--- src/design/ssf_pkg.sv ---
package ssf_pkg;

   // Field widths of the request and response words
   localparam int CMD_W       = 2;
   localparam int BYTE_W      = 8;
   localparam int LOAD_ADDR_W = 19;
   localparam int PTR_W       = 24;
   localparam int POS_W       = 8;

   // Request word commands
   typedef enum logic [CMD_W-1:0] {
      CMD_EXCHANGE = 2'd0,
      CMD_DESELECT = 2'd1,
      CMD_PRELOAD  = 2'd2
   } cmd_type;

   // Flash opcodes
   localparam logic [BYTE_W-1:0] OP_READ      = 8'h03;
   localparam logic [BYTE_W-1:0] OP_FAST_READ = 8'hEB;
   localparam logic [BYTE_W-1:0] OP_READ_ID   = 8'h9F;

   // Identification bytes returned by read ID
   localparam logic [BYTE_W-1:0] ID_MAKER    = 8'hC2;
   localparam logic [BYTE_W-1:0] ID_KIND     = 8'h22;
   localparam logic [BYTE_W-1:0] ID_CAPACITY = 8'h13;

   localparam logic [BYTE_W-1:0] ERASED_BYTE = 8'hFF;
   localparam logic [PTR_W-1:0]  PTR_TOP     = 24'hFFFFFF;

   // Byte positions within a transaction, counted from one at the opcode
   localparam logic [POS_W-1:0] POS_ADDR_HI    = 8'd2;
   localparam logic [POS_W-1:0] POS_ADDR_MID   = 8'd3;
   localparam logic [POS_W-1:0] POS_ADDR_LO    = 8'd4;
   localparam logic [POS_W-1:0] POS_LAST_ADDR  = 8'd4;
   localparam logic [POS_W-1:0] POS_LAST_DUMMY = 8'd7;
   localparam logic [POS_W-1:0] POS_MAX        = 8'd255;

   // What the sequencer hands to the response stage for one word
   typedef struct packed {
      logic              use_mem;
      logic [BYTE_W-1:0] reply_byte;
      logic              unknown_command;
   } ssf_issue_type;

endpackage

--- src/design/ssf_rsp_if.sv ---
interface ssf_rsp_if;
   import ssf_pkg::*;

   logic              valid;
   logic              ready;
   logic [BYTE_W-1:0] reply_byte;
   logic              unknown_command;

   modport source (output valid, output reply_byte, output unknown_command, input ready);
   modport sink (input valid, input reply_byte, input unknown_command, output ready);
endinterface

--- src/design/ssf_out.sv ---
module ssf_out (
   input  logic                      clock,
   input  logic                      reset,
   input  logic                      accept,
   input  ssf_pkg::ssf_issue_type     issue,
   input  logic [ssf_pkg::BYTE_W-1:0] rd_data,
   output logic                      can_take,
   ssf_rsp_if.source                 rsp
);
   import ssf_pkg::*;

   logic              s1_valid_ff, s1_valid_in;
   ssf_issue_type     s1_ff, s1_in;
   logic              rsp_valid_ff, rsp_valid_in;
   logic [BYTE_W-1:0] reply_ff, reply_in;
   logic              unknown_ff, unknown_in;
   logic              advance;

   // Stage one waits for the save read; the response register holds the word
   assign advance  = s1_valid_ff && (!rsp_valid_ff || rsp.ready);
   assign can_take = !s1_valid_ff || !rsp_valid_ff || rsp.ready;

   always_comb begin
      s1_valid_in  = s1_valid_ff;
      s1_in        = s1_ff;
      rsp_valid_in = rsp_valid_ff;
      reply_in     = reply_ff;
      unknown_in   = unknown_ff;
      if (accept) begin
         s1_valid_in = 1'b1;
         s1_in       = issue;
      end else if (advance) begin
         s1_valid_in = 1'b0;
      end
      if (advance) begin
         rsp_valid_in = 1'b1;
         reply_in     = s1_ff.use_mem ? rd_data : s1_ff.reply_byte;
         unknown_in   = s1_ff.unknown_command;
      end else if (rsp.ready) begin
         rsp_valid_in = 1'b0;
      end
   end

   always_ff @(posedge clock) begin
      if (reset) begin
         s1_valid_ff  <= 1'b0;
         rsp_valid_ff <= 1'b0;
      end else begin
         s1_valid_ff  <= s1_valid_in;
         rsp_valid_ff <= rsp_valid_in;
      end
      s1_ff      <= s1_in;
      reply_ff   <= reply_in;
      unknown_ff <= unknown_in;
   end

   assign rsp.valid           = rsp_valid_ff;
   assign rsp.reply_byte      = reply_ff;
   assign rsp.unknown_command = unknown_ff;

   a_accept_lands: assert property (@(posedge clock) disable iff (reset)
      accept |=> s1_valid_ff)
      else $error("accepted word did not reach stage one");

   a_stage_holds: assert property (@(posedge clock) disable iff (reset)
      s1_valid_ff && !advance |=> s1_valid_ff && $stable(s1_ff))
      else $error("stalled stage one word lost");

   a_no_overrun: assert property (@(posedge clock) disable iff (reset)
      accept |-> can_take)
      else $error("word accepted with stage one full");
endmodule

--- src/flat_wrapper.sv ---
// flat-port wrapper written by rule: the top's interface ports become plain ports
module ssf_out_flat import ssf_pkg::*;
  (clock, reset, accept, issue, rd_data, can_take, rsp_valid, rsp_reply_byte, rsp_unknown_command, rsp_ready);
  ssf_rsp_if rsp_i ();
  input  logic clock;
  input  logic reset;
  input  logic accept;
  input  ssf_pkg::ssf_issue_type issue;
  input  logic [ssf_pkg::BYTE_W-1:0] rd_data;
  output logic can_take;
  output wire logic [$bits(rsp_i.valid)-1:0] rsp_valid;
  output wire logic [$bits(rsp_i.reply_byte)-1:0] rsp_reply_byte;
  output wire logic [$bits(rsp_i.unknown_command)-1:0] rsp_unknown_command;
  input wire logic [$bits(rsp_i.ready)-1:0] rsp_ready;
  assign rsp_valid = rsp_i.valid;
  assign rsp_reply_byte = rsp_i.reply_byte;
  assign rsp_unknown_command = rsp_i.unknown_command;
  assign rsp_i.ready = rsp_ready;
  ssf_out u_core (.clock(clock), .reset(reset), .accept(accept), .issue(issue), .rd_data(rd_data), .can_take(can_take), .rsp(rsp_i));
endmodule
--- config.mk ---
export PLATFORM = sky130hd
export DESIGN_NAME = ssf_out_flat
export DESIGN_NICKNAME = d
export VERILOG_FILES = /design/src/design/ssf_pkg.sv /design/src/design/ssf_rsp_if.sv /design/src/design/ssf_out.sv /design/src/flat_wrapper.sv
export SDC_FILE = /design/constraint.sdc
export NUM_CORES = 1
export LEC_CHECK = 0
export ABC_AREA = 1
export BUFFER_PORTS_ARGS = -buffer_cell sky130_fd_sc_hd__buf_2
export CORE_AREA = 2 2 52 44
export CTS_CLUSTER_SIZE = 40
export DETAILED_ROUTE_END_ITERATION = 6
export DIE_AREA = 0 0 54 46
export GPL_TIMING_DRIVEN = 0
export PLACE_DENSITY = 0.79
export SLEW_MARGIN = 10
export SYNTH_ARGS = -nofsm -noshare
export SYNTH_HDL_FRONTEND = slang
export SYNTH_SLANG_ARGS = --single-unit
--- constraint.sdc ---
create_clock -name clock -period 1.51 [get_ports clock]
set_input_delay 0.302 -clock clock [delete_from_list [all_inputs] [get_ports clock]]
set_output_delay 0.302 -clock clock [all_outputs]
set_load 0.005 [all_outputs]
==> impl_metrics.json <==
{
  "hpwlAfterDp_microns": 997.4,
  "p_int_uw": 823.7,
  "synth_top_cell_area_share_pct": 75.37,
  "grt_usage_pct": 10.95,
  "drtIter0Drc": 5,
  "synth_top_family_by_area": "compound AO/OA/AOI/OAI gates",
  "highest_layer": "met4",
  "cts_root_buffer": "clkbuf_4",
  "routed_wl_mm": 1.271,
  "end_kind": "output pin",
  "yosys.area_share.simple_pct": 5.124,
  "gp_congestion": 0.7197,
  "crit_path_start_kind": "flip-flop",
  "p_switching_uw": 215.4,
  "finalHoldViolCount": 0,
  "htreeDepth": 1,
  "ys_top_cells_by_count": "19 x edfxtp_1, 11 x inv_1, 9 x nand2_1",
  "status": "finished clean",
  "timing.fmax_mhz": 798.5,
  "grt_overflow": 0,
  "clk_pin_slew_ns": 0.10,
  "worstPathArrival_ns": 0.95,
  "num_io_pins": 33,
  "insertion_delay_ns": 0.29,
  "vias_per_cell": 4.243,
  "criticalPathCategory": "flip-flop to output pin",
  "pwr-share-clk_pct": 24.5,
  "ir_drop_mv": 0.4633,
  "r2r-start": "u_core.s1_valid_ff",
  "grt_max_degree": 13,
  "hp-start": "reset",
  "synth_seq_cells": 21,
  "synth.most_common_cell": "edfxtp_1",
  "placementRows": 15,
  "wl_per_cell_microns": 11.05,
  "nets": 113,
  "placed_area_sq_um": 948.4,
  "synth_edf_count": 19,
  "grt_setup_unrepaired": "false",
  "syn2layout_area_growth_pct": 29.42,
  "synthAdderAreaFrac_pct": 0,
  "start_util_pct": 37.35,
  "yosysWarnings": 0,
  "power_frac_comb_pct": 8.6,
  "die_area_sq_mm": 0.002484,
  "synthesis.nets": 76,
  "synth_cells": 54,
  "wl_met3_microns": 119,
  "rrSetupSlack_ns": 0.35,
  "synth_cell_types": 8,
  "yosys-top-cells-area": "edfxtp_1 75%, inv_1 5.5%, dfxtp_1 5.3%",
  "synth_mux_area_share_pct": 0,
  "ys.flop_type": "edfxtp_1",
  "required_ns": 1.21,
  "p_sw_share_pct": 20.73,
  "synth_seq_area_share_pct": 80.66,
  "antenna_found_initial": 0,
  "critical_path_peak_fanout": 4,
  "async_flop_share_pct": 0,
  "cap_violations": 0,
  "p_seq_share_pct": 66.8,
  "max-slew-margin-rel_pct": 65.30,
  "mappedNetlistArea_sq_um": 757.0,
  "vias": 488,
  "regToRegEndpoint": "u_core.rsp.reply_byte[2]",
  "tns_ns": 0,
  "period_share_pct": 82.94,
  "grt_pass1_vias": 446,
  "drive_above_1_share_pct": 42.22,
  "leakage_nw": 0.4394,
  "yosysTopAreaCell": "edfxtp_1",
  "worstMarginPinSlew_ns": 0.5206,
  "place.port_buffers": 32,
  "ant_nets": 0,
  "cellPowerDensity_mw_per_mm2": 1061,
  "final.setup_skew_ns": 0.005177,
  "cts_tree": "yes",
  "syn-mean-instance-area_sq_um": 14.02,
  "synth-xor-area-share_pct": 0,
  "drv_slew": 0,
  "cts_buffers": 3,
  "hold_path_class": "primary input to flip-flop",
  "ff2ff_path_depth": 2,
  "cts_buffer_depth": 2,
  "fp.dieH_microns": 46,
  "min_path_cells": 2,
  "grt_pass1_wl_mm": 1.787,
  "post-route-min-period_ns": 1.252,
  "hold_end": "u_core.rsp.valid",
  "dieWidth_microns": 54,
  "drc_errors": 0,
  "fin_area_sq_um": 979.7,
  "setup_viol": 0,
  "wl_met2_microns": 589,
  "drt-pass1-iter-count": 2,
  "clock_sinks": 21,
  "synth_compound_area_share_pct": 7.273,
  "timing.hold.ws_ns": 0.1640,
  "coreArea_sq_mm": 0.002027,
  "post_cts_buffers": 0,
  "drt-met1-wl_microns": 544,
  "n_antenna_cell": 0
}
cell type report:
cell class                      instances  area [sq um]
Buffer                                  1         11.26
Clock buffer                            3         22.52
Clock inverter                          1         5.005
Fill cell                             193          1047
Inverter                               11         41.29
Multi-Input combinational cell         21         97.59
Sequential cell                        21         610.6
Tap cell                               25         31.28
Timing Repair Buffer                   32         160.2
worst max-delay path: stages (launching register included):
cell and delay (ns):
dfxtp_1 0.40, nand3_1 0.12, buf_2 0.14
power groups by stage:
stage	logic (mW)	registers (mW)	clock network, mW
CTS	0.0916	0.695	0.270
global route	0.103	0.699	0.294
finish	0.0899	0.694	0.255
global placement	0.0856	0.706	0
detailed placement	0.0912	0.708	0
floorplan	0.0330	0.708	0
placed cells by master (no fill, tap or decap):
master and n:
a21oi_1 2, a21oi_2 1, buf_2 32, buf_6 1
clkbuf_4 3, clkinv_2 1, dfxtp_1 2, edfxtp_1 19
inv_1 11, nand2_1 9, nand3_1 1, o21ai_0 8
worst max-delay path by stage:
stage	from	endpoint	slack [ns]	cells after the start
after detailed placement	rsp_ready	u_core.rsp.reply_byte[1]	-0.01	3
final	u_core.rsp.valid	can_take	0.26	2
after floorplan	u_core.rsp.valid	u_core.rsp.reply_byte[0]	0.29	1
after global placement	rsp_ready	u_core.rsp.reply_byte[0]	0.02	3
after CTS	u_core.s1_valid_ff	u_core.rsp.reply_byte[2]	0.04	2
after global routing	u_core.rsp.valid	can_take	0.17	2
metal layers:
| metal | vias up | track usage (%) |
|---|---|---|
| met4 | 0 | 6.000 |
| li1 | 253 | - |
| met1 | 211 | 11.09 |
| met2 | 22 | 20.24 |
| met5 | - | 0 |
| met3 | 2 | 2.961 |
sequential cells by signal (all words and copies together), names as in the netlist:
| name | count |
|---|---|
| u_core.s1_valid_ff | 1 |
| u_core.s1_ff | 10 |
| u_core.rsp.valid | 1 |
| u_core.rsp.reply_byte | 8 |
| u_core.rsp.unknown_command | 1 |
stage by stage:
stage	util [%]	setup slack, ns	cells	power (mW)
2_1_floorplan	-	0.2857	54	0.7410
3_3_place_gp	46.79	0.02435	111	0.7916
3_5_place_dp	46.79	-0.01085	111	0.7995
4_1_cts	48.15	0.04249	115	1.056
5_1_grt	48.33	0.1693	115	1.096
6_report	48.33	0.2576	115	1.039
kinds of logic (layout without fill, tap and decap cells):
logic type / Yosys count / in the layout
flops: 21 / 21
buf+inv: 12 / 48
simple gates: 10 / 10
compound gates: 11 / 11
repair_timing:
item                                   4_1_cts  5_1_grt
endpoints found under the hold margin        0        0
setup endpoints to repair                    0        9
hold buffers                                 0        0
resized for setup                            0        1
Power figures use the tool's default switching activity.
