File: src/design/ssf_pkg.sv
package ssf_pkg;

   // Field widths of the request and response words
   localparam int CMD_W       = 2;
   localparam int BYTE_W      = 8;
   localparam int LOAD_ADDR_W = 19;
   localparam int PTR_W       = 24;
   localparam int POS_W       = 8;

   // Request word commands
   typedef enum logic [CMD_W-1:0] {
      CMD_EXCHANGE = 2'd0,
      CMD_DESELECT = 2'd1,
      CMD_PRELOAD  = 2'd2
   } cmd_type;

   // Flash opcodes
   localparam logic [BYTE_W-1:0] OP_READ      = 8'h03;
   localparam logic [BYTE_W-1:0] OP_FAST_READ = 8'hEB;
   localparam logic [BYTE_W-1:0] OP_READ_ID   = 8'h9F;

   // Identification bytes returned by read ID
   localparam logic [BYTE_W-1:0] ID_MAKER    = 8'hC2;
   localparam logic [BYTE_W-1:0] ID_KIND     = 8'h22;
   localparam logic [BYTE_W-1:0] ID_CAPACITY = 8'h13;

   localparam logic [BYTE_W-1:0] ERASED_BYTE = 8'hFF;
   localparam logic [PTR_W-1:0]  PTR_TOP     = 24'hFFFFFF;

   // Byte positions within a transaction, counted from one at the opcode
   localparam logic [POS_W-1:0] POS_ADDR_HI    = 8'd2;
   localparam logic [POS_W-1:0] POS_ADDR_MID   = 8'd3;
   localparam logic [POS_W-1:0] POS_ADDR_LO    = 8'd4;
   localparam logic [POS_W-1:0] POS_LAST_ADDR  = 8'd4;
   localparam logic [POS_W-1:0] POS_LAST_DUMMY = 8'd7;
   localparam logic [POS_W-1:0] POS_MAX        = 8'd255;

   // What the sequencer hands to the response stage for one word
   typedef struct packed {
      logic              use_mem;
      logic [BYTE_W-1:0] reply_byte;
      logic              unknown_command;
   } ssf_issue_type;

endpackage

File: src/design/ssf_seq.sv
module ssf_seq #(
   parameter int SAVE_BYTES = 524288
) (
   input  logic                           clock,
   input  logic                           reset,
   input  logic                           accept,
   input  logic [ssf_pkg::CMD_W-1:0]       cmd,
   input  logic [ssf_pkg::BYTE_W-1:0]      data_byte,
   input  logic [ssf_pkg::LOAD_ADDR_W-1:0] load_address,
   output logic                           busy,
   output ssf_pkg::ssf_issue_type          issue,
   output logic                           wr_en,
   output logic [$clog2(SAVE_BYTES)-1:0]  wr_addr,
   output logic [ssf_pkg::BYTE_W-1:0]      wr_data,
   output logic                           rd_en,
   output logic [$clog2(SAVE_BYTES)-1:0]  rd_addr
);
   import ssf_pkg::*;

   localparam int ADDR_W = $clog2(SAVE_BYTES);
   localparam int SPAN_W = PTR_W + 1;
   localparam logic [SPAN_W-1:0] SPAN       = SPAN_W'(SAVE_BYTES);
   localparam logic [ADDR_W-1:0] LAST_ENTRY = ADDR_W'(SAVE_BYTES - 1);

   logic              clearing_ff, clearing_in;
   logic [ADDR_W-1:0] clear_addr_ff, clear_addr_in;
   logic [POS_W-1:0]  pos_ff, pos_in;
   logic [BYTE_W-1:0] opcode_ff, opcode_in;
   logic [PTR_W-1:0]  ptr_ff, ptr_in;

   logic              first;
   logic [POS_W-1:0]  pos_step;
   logic [POS_W-1:0]  last_setup;
   logic [BYTE_W-1:0] opcode_cur;
   logic [PTR_W-1:0]  ptr_cur;
   logic              is_read;
   logic              in_range;

   // The opcode word latches the command and clears the pointer
   assign first      = (pos_ff == '0);
   assign pos_step   = (pos_ff == POS_MAX) ? pos_ff : pos_ff + POS_W'(1);
   assign opcode_cur = first ? data_byte : opcode_ff;
   assign ptr_cur    = first ? '0 : ptr_ff;
   assign is_read    = (opcode_cur == OP_READ) || (opcode_cur == OP_FAST_READ);
   assign last_setup = (opcode_cur == OP_FAST_READ) ? POS_LAST_DUMMY : POS_LAST_ADDR;
   assign in_range   = ({1'b0, ptr_cur} < SPAN);
   assign rd_addr    = ptr_cur[ADDR_W-1:0];
   assign busy       = clearing_ff;

   always_comb begin
      clearing_in   = clearing_ff;
      clear_addr_in = clear_addr_ff;
      pos_in        = pos_ff;
      opcode_in     = opcode_ff;
      ptr_in        = ptr_ff;
      issue         = '0;
      rd_en         = 1'b0;
      wr_en         = 1'b0;
      wr_addr       = ADDR_W'(load_address);
      wr_data       = data_byte;

      if (clearing_ff) begin
         // erase sweep, one entry a cycle
         wr_en         = 1'b1;
         wr_addr       = clear_addr_ff;
         wr_data       = ERASED_BYTE;
         clear_addr_in = clear_addr_ff + ADDR_W'(1);
         if (clear_addr_ff == LAST_ENTRY) begin
            clearing_in = 1'b0;
         end
      end else if (accept) begin
         case (cmd)
            CMD_EXCHANGE: begin
               pos_in    = pos_step;
               opcode_in = opcode_cur;
               ptr_in    = ptr_cur;
               if (is_read) begin
                  if (pos_step <= last_setup) begin
                     case (pos_step)
                        POS_ADDR_HI:  ptr_in = ptr_cur | {data_byte, 16'h0000};
                        POS_ADDR_MID: ptr_in = ptr_cur | {8'h00, data_byte, 8'h00};
                        POS_ADDR_LO:  ptr_in = ptr_cur | {16'h0000, data_byte};
                        default:      ptr_in = ptr_cur;
                     endcase
                  end else if (in_range) begin
                     rd_en         = 1'b1;
                     issue.use_mem = 1'b1;
                     if (ptr_cur != PTR_TOP) begin
                        ptr_in = ptr_cur + PTR_W'(1);
                     end
                  end else begin
                     issue.reply_byte = ERASED_BYTE;
                  end
               end else if (opcode_cur == OP_READ_ID) begin
                  case (pos_step)
                     POS_ADDR_HI:  issue.reply_byte = ID_MAKER;
                     POS_ADDR_MID: issue.reply_byte = ID_KIND;
                     POS_ADDR_LO:  issue.reply_byte = ID_CAPACITY;
                     default:      issue.reply_byte = ERASED_BYTE;
                  endcase
               end else begin
                  issue.unknown_command = 1'b1;
               end
            end
            CMD_DESELECT: pos_in = '0;
            CMD_PRELOAD: begin
               if (SPAN_W'(load_address) < SPAN) begin
                  wr_en = 1'b1;
               end
            end
            default: ;
         endcase
      end
   end

   always_ff @(posedge clock) begin
      if (reset) begin
         clearing_ff   <= 1'b1;
         clear_addr_ff <= '0;
         pos_ff        <= '0;
         opcode_ff     <= '0;
         ptr_ff        <= '0;
      end else begin
         clearing_ff   <= clearing_in;
         clear_addr_ff <= clear_addr_in;
         pos_ff        <= pos_in;
         opcode_ff     <= opcode_in;
         ptr_ff        <= ptr_in;
      end
   end

   a_no_accept_while_clearing: assert property (@(posedge clock) disable iff (reset)
      accept |-> !clearing_ff)
      else $error("word accepted during erase sweep");

   a_port_exclusive: assert property (@(posedge clock) disable iff (reset)
      rd_en |-> !wr_en)
      else $error("save read and write in one cycle");

   a_read_in_range: assert property (@(posedge clock) disable iff (reset)
      rd_en |-> ({1'b0, ptr_cur} < SPAN))
      else $error("save read beyond end of store");
endmodule

File: config.mk
export PLATFORM = sky130hd
export DESIGN_NAME = ssf_seq
export DESIGN_NICKNAME = d
export VERILOG_FILES = /design/src/design/ssf_pkg.sv /design/src/design/ssf_seq.sv
export SDC_FILE = /design/constraint.sdc
export NUM_CORES = 1
export LEC_CHECK = 0
export ABC_CLOCK_PERIOD_IN_PS = 8100
export BUFFER_PORTS_ARGS = -buffer_cell sky130_fd_sc_hd__buf_2
export CAP_MARGIN = 20
export CORE_MARGIN = 5
export CORE_UTILIZATION = 55
export CTS_BUF_LIST = sky130_fd_sc_hd__clkbuf_4 sky130_fd_sc_hd__clkbuf_8
export DETAILED_ROUTE_END_ITERATION = 8
export PLACE_DENSITY = 0.81
export SYNTH_ARGS = -nofsm -noshare
export SYNTH_HDL_FRONTEND = slang
export SYNTH_SLANG_ARGS = --single-unit
File: constraint.sdc
create_clock -name clock -period 8.1 [get_ports clock]
set_input_delay 2.43 -clock clock [delete_from_list [all_inputs] [get_ports clock]]
set_output_delay 2.43 -clock clock [all_outputs]
set_load 0.01 [all_outputs]
==> Implementation_results.wiki, run 1 <==
{| class="wikitable"
! Metric !! Value
|-
| Router iterations before antenna repair || 6
|-
| Kind of start point of the critical path || input port
|-
| Total clock sinks || 60
|-
| Post-Route M1 WL || 5.101 mm
|-
| Post-synthesis share of cell area spent on and, or, nand and nor gates || 0.3246
|-
| Fill cells || 635
|-
| Horizontal die dimension || 97.29 um
|-
| Layout overhead on the synthesized area || 16.09%
|-
| Detail Placement HPWL || 9.640 mm
|-
| Ys Warns || 0
|-
| Layout cells sized above 1 || 0.2512
|-
| Leading cell types in the layout, fill and taps excluded || sky130_fd_sc_hd__buf_2 (90), sky130_fd_sc_hd__nor2_1 (64), sky130_fd_sc_hd__dfxtp_1 (60), sky130_fd_sc_hd__nand2_1 (49), sky130_fd_sc_hd__a21oi_1 (32)
|-
| Number of standard cells after synthesis || 550
|-
| Setup repair bufs after CTS || 0
|-
| Mean instance size in the synthesized netlist || 7.619 um^2
|-
| Highest-delay cell along the critical path || sky130_fd_sc_hd__ha_1
|-
| Final-layout setup total negative slack || 0 ps
|-
| Number of global-route vias before repair || 4,457
|-
| Gr usage total || 0.2761
|-
| RSZ-0062 raised after global routing || no
|-
| Power per cell area || 132.0 mW/mm^2
|-
| Tmin final || 7295 ps
|-
| # rows || 31
|-
| Resized cells post-CTS || 0
|-
| Maximum number of pins on one net before global-route repair || 61
|-
| Slowest stage delay, CP || 290 ps
|-
| Final instance area || 0.004865 mm^2
|-
| Die Area || 0.009464 mm^2
|-
| Post-CTS Hold Buffers || 0
|-
| Routed length on met2 || 6.364 mm
|-
| Total grt overflow || 0
|-
| Die height || 97.29 um
|-
| Top FF cell, synth || sky130_fd_sc_hd__dfxtp_1
|-
| Total Routed Length || 13.25 mm
|-
| Multiplexer fraction of the synthesized cell area || 0.06599
|-
| Pin slew with the least headroom to its limit || 1021 ps
|-
| Clock transition at the registers of the reported paths || 80 ps
|-
| Net total in the final layout || 658
|-
| H-Tree Level Count || 3
|-
| Number of antenna repair diodes || 0
|-
| Async S/R FF share, synth || 0
|-
| Post-synthesis share of cell area spent on full adders, half adders and majority gates || 0.01792
|-
| Clock latency reported for the late side of the worst-skew pair || 350 ps
|-
| Met3 WL post-DR || 1.174 mm
|-
| Number of buffers created by CTS || 9
|-
| Share of synthesized area occupied by flip-flops and latches || 0.2867
|-
| Peak supply drop || 0.08803 mV
|-
| Most frequent standard cell in the layout excluding fill and tap cells || sky130_fd_sc_hd__buf_2
|-
| WL per Instance || 18.30 um
|-
| Arrival time at the worst endpoint || 4860 ps
|-
| Most used cell along the critical path || sky130_fd_sc_hd__buf_2
|-
| Initial antenna violation count || 0
|-
| Max-Cap Viols || 0
|-
| Sequence of cells on the critical path || buf_2 > nand4_1 > mux2_2 > a21o_1 > ha_1 > nor2b_1 > o21ai_0 > o2111a_1 > o211a_1 > o21ai_1 > nand3_1 > a21oi_1 > buf_2
|-
| Critical Path Sink Type || output port
|-
| Synthesized-area fraction occupied by ao, oa, aoi and oai cells || 0.2117
|-
| Final period util || 0.9006
|-
| Fraction of synthesized cell area in xor and xnor cells || 0.03344
|-
| Number of vias per cell after detailed routing || 6.474
|-
| Detailed-route via count || 4,687
|-
| Hold crit path type || flop to flop
|-
| Starting density of the core || 0.5716
|-
| Highest routed layer || met4
|-
| End-of-flow core utilization || 0.6636
|-
| Weighted congestion at the end of routability-driven global placement || 0.9520
|-
| Number of enable flip-flop cells after synthesis || 0
|-
| Area after detailed placement || 0.004634 mm^2
|-
| Global-route wire length before repair || 21.80 mm
|-
| Register bit count reported by yosys || 60
|-
| Buffer type at the clock tree root || sky130_fd_sc_hd__clkbuf_8
|-
| Run status || completed
|-
| Slew margin rel. || 0.3016
|-
| Clock tree from TritonCTS || built
|-
| Boundary Pins || 91
|-
| Netlist area before placement || 0.004190 mm^2
|-
| Reg-to-reg setup timing slack || 3890 ps
|-
| Final ANT Viol Nets || 0
|-
| Count of cell types in the netlist || 70
|-
| Multi-input gate area in the final layout || 0.002739 mm^2
|-
| Final setup skew || 9.466 ps
|-
| Critical Setup Path Class || input port to output port
|-
| Register area || 0.001201 mm^2
|-
| Combinational family with the most area after synthesis || simple AND/OR/NAND/NOR gates
|-
| IO Port Bufs || 90
|-
| Final number of max-transition violations || 0
|-
| Top fanout value on the critical path || 8
|-
| CTS max path bufs || 2
|-
| Data required, critical path || 5670 ps
|-
| Number of DRC violations after detailed routing || 0
|-
| Final setup vio count || 0
|-
| First DRT Iteration DRCs || 401
|-
| Leakage power summed over all cells || 1.969 nW
|-
| Count of final hold-check violations || 0
|-
| FMAX || 0.1371 GHz
|-
| Syn_nets || 588
|-
| Area of the core region || 0.007331 mm^2
|}
synth_stat cells (9+ instances only):
library cell / n / area (um^2)
sky130_fd_sc_hd__and3_1: 17 / 106.4
sky130_fd_sc_hd__nor4_1: 11 / 68.82
sky130_fd_sc_hd__dfxtp_1: 60 / 1201
sky130_fd_sc_hd__nand3_1: 26 / 130.1
sky130_fd_sc_hd__a31oi_1: 12 / 75.07
sky130_fd_sc_hd__nor3_1: 17 / 85.08
sky130_fd_sc_hd__o21ai_1: 9 / 45.04
sky130_fd_sc_hd__xor2_1: 11 / 96.34
sky130_fd_sc_hd__inv_1: 14 / 52.55
sky130_fd_sc_hd__o21ai_0: 13 / 65.06
sky130_fd_sc_hd__or2_2: 10 / 62.56
sky130_fd_sc_hd__nor2_1: 64 / 240.2
sky130_fd_sc_hd__a21oi_1: 32 / 160.2
sky130_fd_sc_hd__nand2_1: 49 / 183.9
sky130_fd_sc_hd__a22oi_1: 9 / 67.56
sky130_fd_sc_hd__and2_1: 17 / 106.4
sky130_fd_sc_hd__mux2_2: 21 / 236.5
sky130_fd_sc_hd__nand4_1: 19 / 118.9
sky130_fd_sc_hd__clkbuf_1: 23 / 86.33
cell type report:
cell class | instances | area share
Clock inverter | 5 | 0.01749
Tap cell | 99 | 0.02546
Multi-Input combinational cell | 436 | 0.5630
Inverter | 14 | 0.01080
Timing Repair Buffer | 99 | 0.1065
Sequential cell | 60 | 0.2469
Clock buffer | 11 | 0.02984
report_power, final:
part	switching, W	internal (W)	total (W)
Sequential	0.00000185	0.000296	0.000298
Clock	0.000130	0.000186	0.000316
Combinational	0.0000170	0.0000111	0.0000281
Total	0.000149	0.000493	0.000642
sequential cells by signal (all words and copies together) (netlist names):
register / flops
busy: 1
clear_addr_ff: 19
opcode_ff: 8
pos_ff: 8
ptr_ff: 24
critical path, delay by kind of cell:
kind | cells | cell delay (ps)
muxes | 1 | 280
and+or+nand+nor | 3 | 400
adders and majority gates | 1 | 290
AOI/OAI and AO/OA | 6 | 1120
buffers and inverters | 2 | 330
per-layer routing:
metal | track usage | vias up
met1 | 0.3367 | 2185
met2 | 0.4586 | 279
met4 | 0.1459 | 0
met5 | 0 | -
li1 | - | 2167
met3 | 0.05384 | 56
kinds of logic (layout without fill, tap and decap cells):
kind of cell,count (synthesis),in the layout
and+or+nand+nor,262,262
AOI/OAI and AO/OA,127,127
DFF,60,60
buffers and inverters,54,129
muxes,25,25
xor gates and xnor gates,16,16
adders and majority gates,6,6
worst paths after layout:
| kind | from | to | cells past startpoint |
|---|---|---|---|
| worst max register to register | pos_ff[7]$_SDFFE_PP0P_ | ptr_ff[19]$_SDFFE_PP0P_ | 13 |
| worst min register to register | opcode_ff[4]$_SDFFE_PP0P_ | opcode_ff[4]$_SDFFE_PP0P_ | 2 |
| worst min-delay path | opcode_ff[4]$_SDFFE_PP0P_ | opcode_ff[4]$_SDFFE_PP0P_ | 2 |
| worst max-delay path | data_byte[7] | issue[7] | 13 |
per-stage QoR:
stage	cells	worst slack (ps)	hold WS [ps]	total power, W
floorplan	550	817.3	440.3	0.0003169
global placement	708	944.4	450.6	0.0003312
detailed placement	708	842.7	464.8	0.0003324
CTS	724	824.4	474.9	0.0006438
global route	724	631.4	510.1	0.0006632
finish	724	805.2	476.6	0.0006420
(Power assumes the default switching activity.)
==> run 2: changes to the inputs <==
Settings changed: ABC_AREA from default to 1, PLACE_DENSITY 0.81 to 0.8.
==> Implementation_results.wiki, run 2 <==
{| class="wikitable"
! Metric !! Value
|-
| Clock latency reported for the late side of the worst-skew pair || 350 ps
|-
| Run status || completed
|-
| Slew margin rel. || 0.4911
|-
| RSZ-0062 raised after global routing || no
|-
| Number of buffers created by CTS || 9
|-
| Netlist area before placement || 0.004478 mm^2
|-
| Highest-delay cell along the critical path || sky130_fd_sc_hd__ha_1
|-
| Number of global-route vias before repair || 4,686
|-
| CTS max path bufs || 2
|-
| Synthesized-area fraction occupied by ao, oa, aoi and oai cells || 0.1347
|-
| Ys Warns || 0
|-
| Boundary Pins || 91
|-
| Power per cell area || 115.7 mW/mm^2
|-
| Number of vias per cell after detailed routing || 5.555
|-
| Most frequently used cell type in the post-synthesis netlist || sky130_fd_sc_hd__nand2_1
|-
| Tmin final || 7479 ps
|-
| Arrival time at the worst endpoint || 5050 ps
|-
| Peak supply drop || 0.07208 mV
|-
| Number of DRC violations after detailed routing || 0
|-
| Syn_nets || 793
|-
| Die height || 100.2 um
|-
| Count of placed standard cells in the final layout, fillers left out || 935
|-
| Async S/R FF share, synth || 0
|-
| Net total in the final layout || 863
|-
| Final ANT Viol Nets || 0
|-
| End-of-flow core utilization || 0.6260
|-
| Kind of start point of the critical path || input port
|-
| Final setup skew || 5.979 ps
|-
| Max-Cap Viols || 0
|-
| Mean instance size in the synthesized netlist || 5.931 um^2
|-
| Final number of max-transition violations || 0
|-
| Most flops, register || ptr_ff
|-
| Post-synthesis share of cell area spent on full adders, half adders and majority gates || 0.01676
|-
| Total clock sinks || 60
|-
| Post-Place Worst Slack || 678.4 ps
|-
| Layout cells sized above 1 || 0.1783
|-
| Yosys top cell by area || sky130_fd_sc_hd__dfxtp_1
|-
| Router iterations before antenna repair || 5
|-
| WL per Instance || 14.05 um
|-
| Fraction of synthesized cell area in xor and xnor cells || 0.01593
|-
| Area of the core region || 0.008093 mm^2
|-
| Leakage power summed over all cells || 2.342 nW
|-
| Clock transition at the registers of the reported paths || 70 ps
|-
| Total Routed Length || 13.14 mm
|-
| Die Area || 0.01005 mm^2
|-
| Register bit count reported by yosys || 60
|-
| Horizontal die dimension || 100.2 um
|-
| Maximum number of pins on one net before global-route repair || 45
|-
| Resized cells post-CTS || 0
|-
| Critical Path Sink Type || output port
|-
| Pin slew with the least headroom to its limit || 760.7 ps
|-
| Most frequent standard cell in the layout excluding fill and tap cells || sky130_fd_sc_hd__nand2_1
|-
| Commonest cells in the synthesized netlist || sky130_fd_sc_hd__nand2_1 (218), sky130_fd_sc_hd__inv_1 (88), sky130_fd_sc_hd__nand3_1 (79)
|-
| Multi-input gate area in the final layout || 0.002709 mm^2
|-
| Multiplexer fraction of the synthesized cell area || 0
|-
| Number of antenna repair diodes || 0
|-
| Top fanout value on the critical path || 13
|-
| Slowest stage delay, CP || 310 ps
|-
| Setup ws final || 621.0 ps
|-
| FMAX || 0.1337 GHz
|-
| Sequence of cells on the critical path || buf_2 > inv_1 > nand3_1 > nand2_1 > nand2_1 > nor2_1 > nand2_2 > ha_1 > inv_1 > o21bai_1 > nand2_1 > a21oi_2 > nor2_1 > nand3_2 > inv_1 > o21ai_0 > nand3_2 > a31oi_1 > buf_2
|-
| Top post-synthesis cells by area || sky130_fd_sc_hd__dfxtp_1 (27%), sky130_fd_sc_hd__nand2_1 (18%), sky130_fd_sc_hd__nand3_1 (8.8%)
|-
| Largest registers in the final layout || ptr_ff (24), clear_addr_ff (19)
|-
| Setup repair bufs after CTS || 0
|-
| IO Port Bufs || 90
|-
| Weighted congestion at the end of routability-driven global placement || 1.073
|-
| Fill cells || 815
|-
| Top-area cell type share of the netlist area || 0.2682
|-
| Combinational family with the most area after synthesis || simple AND/OR/NAND/NOR gates
|-
| Top FF cell, synth || sky130_fd_sc_hd__dfxtp_1
|-
| Detailed-route via count || 5,194
|-
| Gr usage total || 0.2600
|-
| Count of final hold-check violations || 0
|-
| Worst hold slack || 470.9 ps
|-
| Final-layout setup total negative slack || 0 ps
|-
| Count of cell types in the netlist || 40
|-
| Initial antenna violation count || 0
|-
| Number of enable flip-flop cells after synthesis || 0
|-
| Total grt overflow || 0
|-
| First DRT Iteration DRCs || 455
|-
| Data required, critical path || 5670 ps
|-
| Leading cell types in the layout, fill and taps excluded || sky130_fd_sc_hd__nand2_1 (218), sky130_fd_sc_hd__buf_2 (90), sky130_fd_sc_hd__inv_1 (88), sky130_fd_sc_hd__nand3_1 (79), sky130_fd_sc_hd__nor2_1 (62)
|-
| Largest register FFs || 24
|-
| Hold crit path type || flop to flop
|-
| Number of standard cells after synthesis || 755
|-
| Final period util || 0.9233
|-
| Share of synthesized area occupied by flip-flops and latches || 0.2682
|-
| Global-route wire length before repair || 21.36 mm
|-
| Post-CTS Hold Buffers || 0
|-
| # rows || 33
|-
| Clock tree from TritonCTS || built
|-
| Buffer type at the clock tree root || sky130_fd_sc_hd__clkbuf_8
|-
| Starting density of the core || 0.5533
|-
| Final setup vio count || 0
|-
| H-Tree Level Count || 3
|-
| Critical Setup Path Class || input port to output port
|-
| Register area || 0.001201 mm^2
|-
| Layout overhead on the synthesized area || 13.13%
|-
| DP Cell Count || 919
|-
| Post-synthesis share of cell area spent on and, or, nand and nor gates || 0.4359
|-
| Detail Placement HPWL || 9.655 mm
|}
## run 2: changes by cell type after synthesis, sizes merged, moves of 9 or more
cell   before  now
o21ai      22   48
a21oi      32   51
inv        14   96
nor2       65   74
nand3      26   81
a22oi       9    0
mux2       21    0
nand2      49  228
and3       17    0
and2       17    2
## run 2: layout make-up
cell class	instances	share of cell area
Clock buffer	11	0.02988
Sequential cell	60	0.2371
Multi-Input combinational cell	563	0.5347
Inverter	99	0.07335
Timing Repair Buffer	92	0.09187
Tap cell	105	0.02593
Clock inverter	5	0.007162
## run 2: final timing paths
check | from | end | slack [ps] | depth (start not counted)
worst max-delay path | data_byte[2] | issue[7] | 620 | 19
worst min-delay path | ptr_ff[11]$_SDFFE_PP0P_ | ptr_ff[11]$_SDFFE_PP0P_ | 470 | 2
worst max register to register | pos_ff[0]$_SDFFE_PP0P_ | ptr_ff[1]$_SDFFE_PP0P_ | 3880 | 23
worst min register to register | ptr_ff[11]$_SDFFE_PP0P_ | ptr_ff[11]$_SDFFE_PP0P_ | 470 | 2
## run 2: report_power, final
group,internal (W),switching [W],total (W)
clock network,0.000127,0.000130,0.000258
logic,0.0000113,0.0000200,0.0000314
registers,0.000296,0.00000111,0.000297
total,0.000435,0.000151,0.000586
## run 2: metrics by stage
stage / power (W) / area [um^2]
final: 0.0005861 / 5066
after global routing: 0.0006070 / 5066
after CTS: 0.0005902 / 5066
after detailed placement: 0.0003348 / 4878
after global placement: 0.0003336 / 4878
after floorplan: 0.0003203 / 4478
## run 2: routing by layer
| metal | track usage | wire (um) |
|---|---|---|
| met4 | 0.09119 | 310 |
| met3 | 0.06463 | 1211 |
| met1 | 0.3372 | 5595 |
| met5 | 0 | 0 |
| met2 | 0.4200 | 6017 |
## run 2: critical path, delay by kind of cell
family	cells	cell delay (ps)
AO/OA/AOI/OAI	4	630
adder cells (fa/ha/maj)	1	310
buffers and inverters	5	570
AND/OR/NAND/NOR	9	1080
## run 2: cells by family after synthesis
logic type,after synthesis
AOI/OAI and AO/OA,113
xor gates and xnor gates,6
adders and majority gates,6
buffers and inverters,132
DFF,60
and+or+nand+nor,438
==> run 3: changes to the inputs <==
Settings changed: CORE_UTILIZATION 55 to 40, HOLD_SLACK_MARGIN from default to 0.06, PLACE_DENSITY 0.8 to default.
==> Implementation_results.wiki, run 3 (same netlist as run 2, synthesis figures left out) <==
{| class="wikitable"
! Metric !! Value
|-
| Run status || completed
|-
| Die Area || 0.01341 mm^2
|-
| Area of the core region || 0.01089 mm^2
|-
| Multi-input gate area in the final layout || 0.002709 mm^2
|-
| Hold path start || ptr_ff[18]$_SDFFE_PP0P_
|-
| Final setup vio count || 0
|-
| Highest-delay cell along the critical path || sky130_fd_sc_hd__ha_1
|-
| Reg-to-reg setup timing slack || 3940 ps
|-
| Switching fraction of total power || 0.2402
|-
| Final number of max-transition violations || 0
|-
| Layout overhead on the synthesized area || 15.34%
|-
| Boundary Pins || 91
|-
| Critical Setup Path Class || input port to output port
|-
| Detailed-route via count || 5,073
|-
| Total clock sinks || 60
|-
| Largest registers in the final layout || ptr_ff (24), clear_addr_ff (19)
|-
| Detail Placement HPWL || 10.32 mm
|-
| Largest register FFs || 24
|-
| Slew margin rel. || 0.4235
|-
| Final setup skew || 7.730 ps
|-
| Combinational power share || 0.048
|-
| Number of global-route vias before repair || 4,732
|-
| Starting density of the core || 0.4113
|-
| Arrival time at the worst endpoint || 5040 ps
|-
| Pint || 0.0004977 W
|-
| Maximum number of pins on one net before global-route repair || 44
|-
| Resized cells post-CTS || 0
|-
| Number of buffers created by CTS || 9
|-
| Most frequent standard cell in the layout excluding fill and tap cells || sky130_fd_sc_hd__nand2_1
|-
| Crit path buf inv count || 5
|-
| First DRT Iteration DRCs || 373
|-
| Clock latency reported for the late side of the worst-skew pair || 370 ps
|-
| Sequence of cells on the critical path || buf_2 > inv_1 > nand3_1 > nand2_1 > nand2_1 > nor2_1 > nand2_2 > ha_1 > inv_1 > o21bai_1 > nand2_1 > a21oi_2 > nor2_1 > nand3_2 > inv_1 > o21ai_0 > nand3_2 > a31oi_1 > buf_2
|-
| Router iterations before antenna repair || 5
|-
| WL per Instance || 14.66 um
|-
| Initial antenna violation count || 0
|-
| Endpoint of the worst hold path || ptr_ff[18]$_SDFFE_PP0P_
|-
| Power per cell area || 126.8 mW/mm^2
|-
| Slowest stage delay, CP || 300 ps
|-
| Most flops, register || ptr_ff
|-
| Count of final hold-check violations || 0
|-
| Leading cell types in the layout, fill and taps excluded || sky130_fd_sc_hd__nand2_1 (218), sky130_fd_sc_hd__buf_2 (90), sky130_fd_sc_hd__inv_1 (88), sky130_fd_sc_hd__nand3_1 (79), sky130_fd_sc_hd__nor2_1 (62)
|-
| Final-layout setup total negative slack || 0 ps
|-
| Horizontal die dimension || 115.8 um
|-
| Buffer type at the clock tree root || sky130_fd_sc_hd__clkbuf_8
|-
| H-Tree Level Count || 3
|-
| Global-route wire length before repair || 23.03 mm
|-
| Total Routed Length || 14.23 mm
|-
| FMAX || 0.1339 GHz
|-
| Final instance area || 0.005165 mm^2
|-
| Number of antenna repair diodes || 0
|-
| Data required, critical path || 5670 ps
|-
| Net switching power figure || 0.0001573 W
|-
| Max-Cap Viols || 0
|-
| Post-Place Worst Slack || 671.1 ps
|-
| CP top delay family || simple AND/OR/NAND/NOR gates
|-
| Number of DRC violations after detailed routing || 0
|-
| Final period util || 0.9221
|-
| Clock tree from TritonCTS || built
|-
| Fraction of power consumed by the clock network || 0.499
|-
| Fill cells || 1,158
|-
| Critical Path Sink Type || output port
|-
| Leakage power summed over all cells || 2.370 nW
|-
| Cell depth of the worst flop-to-flop path || 23
|-
| Peak supply drop || 0.08917 mV
|-
| Area after detailed placement || 0.004930 mm^2
|-
| Kind of start point of the critical path || input port
|-
| FF-to-FF End || ptr_ff[1]$_SDFFE_PP0P_
|-
| Pin slew with the least headroom to its limit || 863.8 ps
|-
| Net total in the final layout || 864
|-
| Gr usage total || 0.2167
|-
| Top fanout value on the critical path || 13
|-
| Power after layout || 0.0006550 W
|-
| Setup repair bufs after CTS || 0
|-
| # rows || 38
|-
| Setup ws final || 631.1 ps
|-
| Total grt overflow || 0
|-
| RSZ-0062 raised after global routing || no
|-
| Weighted congestion at the end of routability-driven global placement || 0.9111
|-
| Register area || 0.001201 mm^2
|-
| Clock transition at the registers of the reported paths || 70 ps
|-
| End-of-flow core utilization || 0.4744
|-
| Die height || 115.8 um
|-
| Launch instance of the worst register-to-register path || pos_ff[0]$_SDFFE_PP0P_
|-
| Post-CTS Hold Buffers || 0
|-
| Hold crit path type || flop to flop
|-
| Register share of total power || 0.454
|-
| IO Port Bufs || 90
|-
| CTS max path bufs || 2
|-
| Hold path depth || 2
|-
| Layout cells sized above 1 || 0.1793
|-
| Number of vias per cell after detailed routing || 5.225
|-
| Final ANT Viol Nets || 0
|-
| Tmin final || 7469 ps
|}
## run 3: changes by cell type in the layout (fill, tap and decap cells not counted)
cell / change
sky130_fd_sc_hd__clkinvlp_4: -1
sky130_fd_sc_hd__clkinv_2: -1
sky130_fd_sc_hd__bufinv_16: +2
sky130_fd_sc_hd__buf_4: +1
## run 3: per-layer routing
metal  vias up  GRT usage  part of all wire
li1       2578          -                 -
met1      2303     0.2978              0.45
met2       178     0.3406              0.45
met3        14    0.05117             0.080
met4         0    0.06110             0.012
met5         -          0                 0
## run 3: worst min-delay path, cell delays in order, from the launching register on
cell and delay, ps:
sky130_fd_sc_hd__dfxtp_1 310, sky130_fd_sc_hd__nand2_1 60, sky130_fd_sc_hd__a21oi_1 50
## run 3: power by group through the flow
stage | clock (W) | sequential (W) | combinational, W
finish | 0.000327 | 0.000297 | 0.0000313
global route | 0.000346 | 0.000297 | 0.0000354
CTS | 0.000336 | 0.000297 | 0.0000313
detailed placement | 0 | 0.000304 | 0.0000312
global placement | 0 | 0.000304 | 0.0000306
floorplan | 0 | 0.000304 | 0.0000166
## run 3: worst max path at each step
stage,start,to,depth (start not counted)
6_report,data_byte[2],issue[7],19
5_1_grt,data_byte[2],issue[7],19
4_1_cts,data_byte[2],issue[7],19
3_5_place_dp,data_byte[2],issue[7],19
3_3_place_gp,data_byte[2],issue[8],19
2_1_floorplan,data_byte[2],issue[8],18
## run 3: final cells by class
cell class	instances	area share
Timing Repair Buffer	93	0.09157
Sequential cell	60	0.2326
Clock buffer	11	0.02931
Clock inverter	5	0.01623
Multi-Input combinational cell	563	0.5245
Tap cell	140	0.03391
Inverter	99	0.07195
## run 3: per-stage QoR
stage,cells,hold slack [ps]
6_report,971,466.4
2_1_floorplan,755,439.1
3_3_place_gp,955,451.4
3_5_place_dp,955,457.5
4_1_cts,971,468.9
5_1_grt,971,495.1
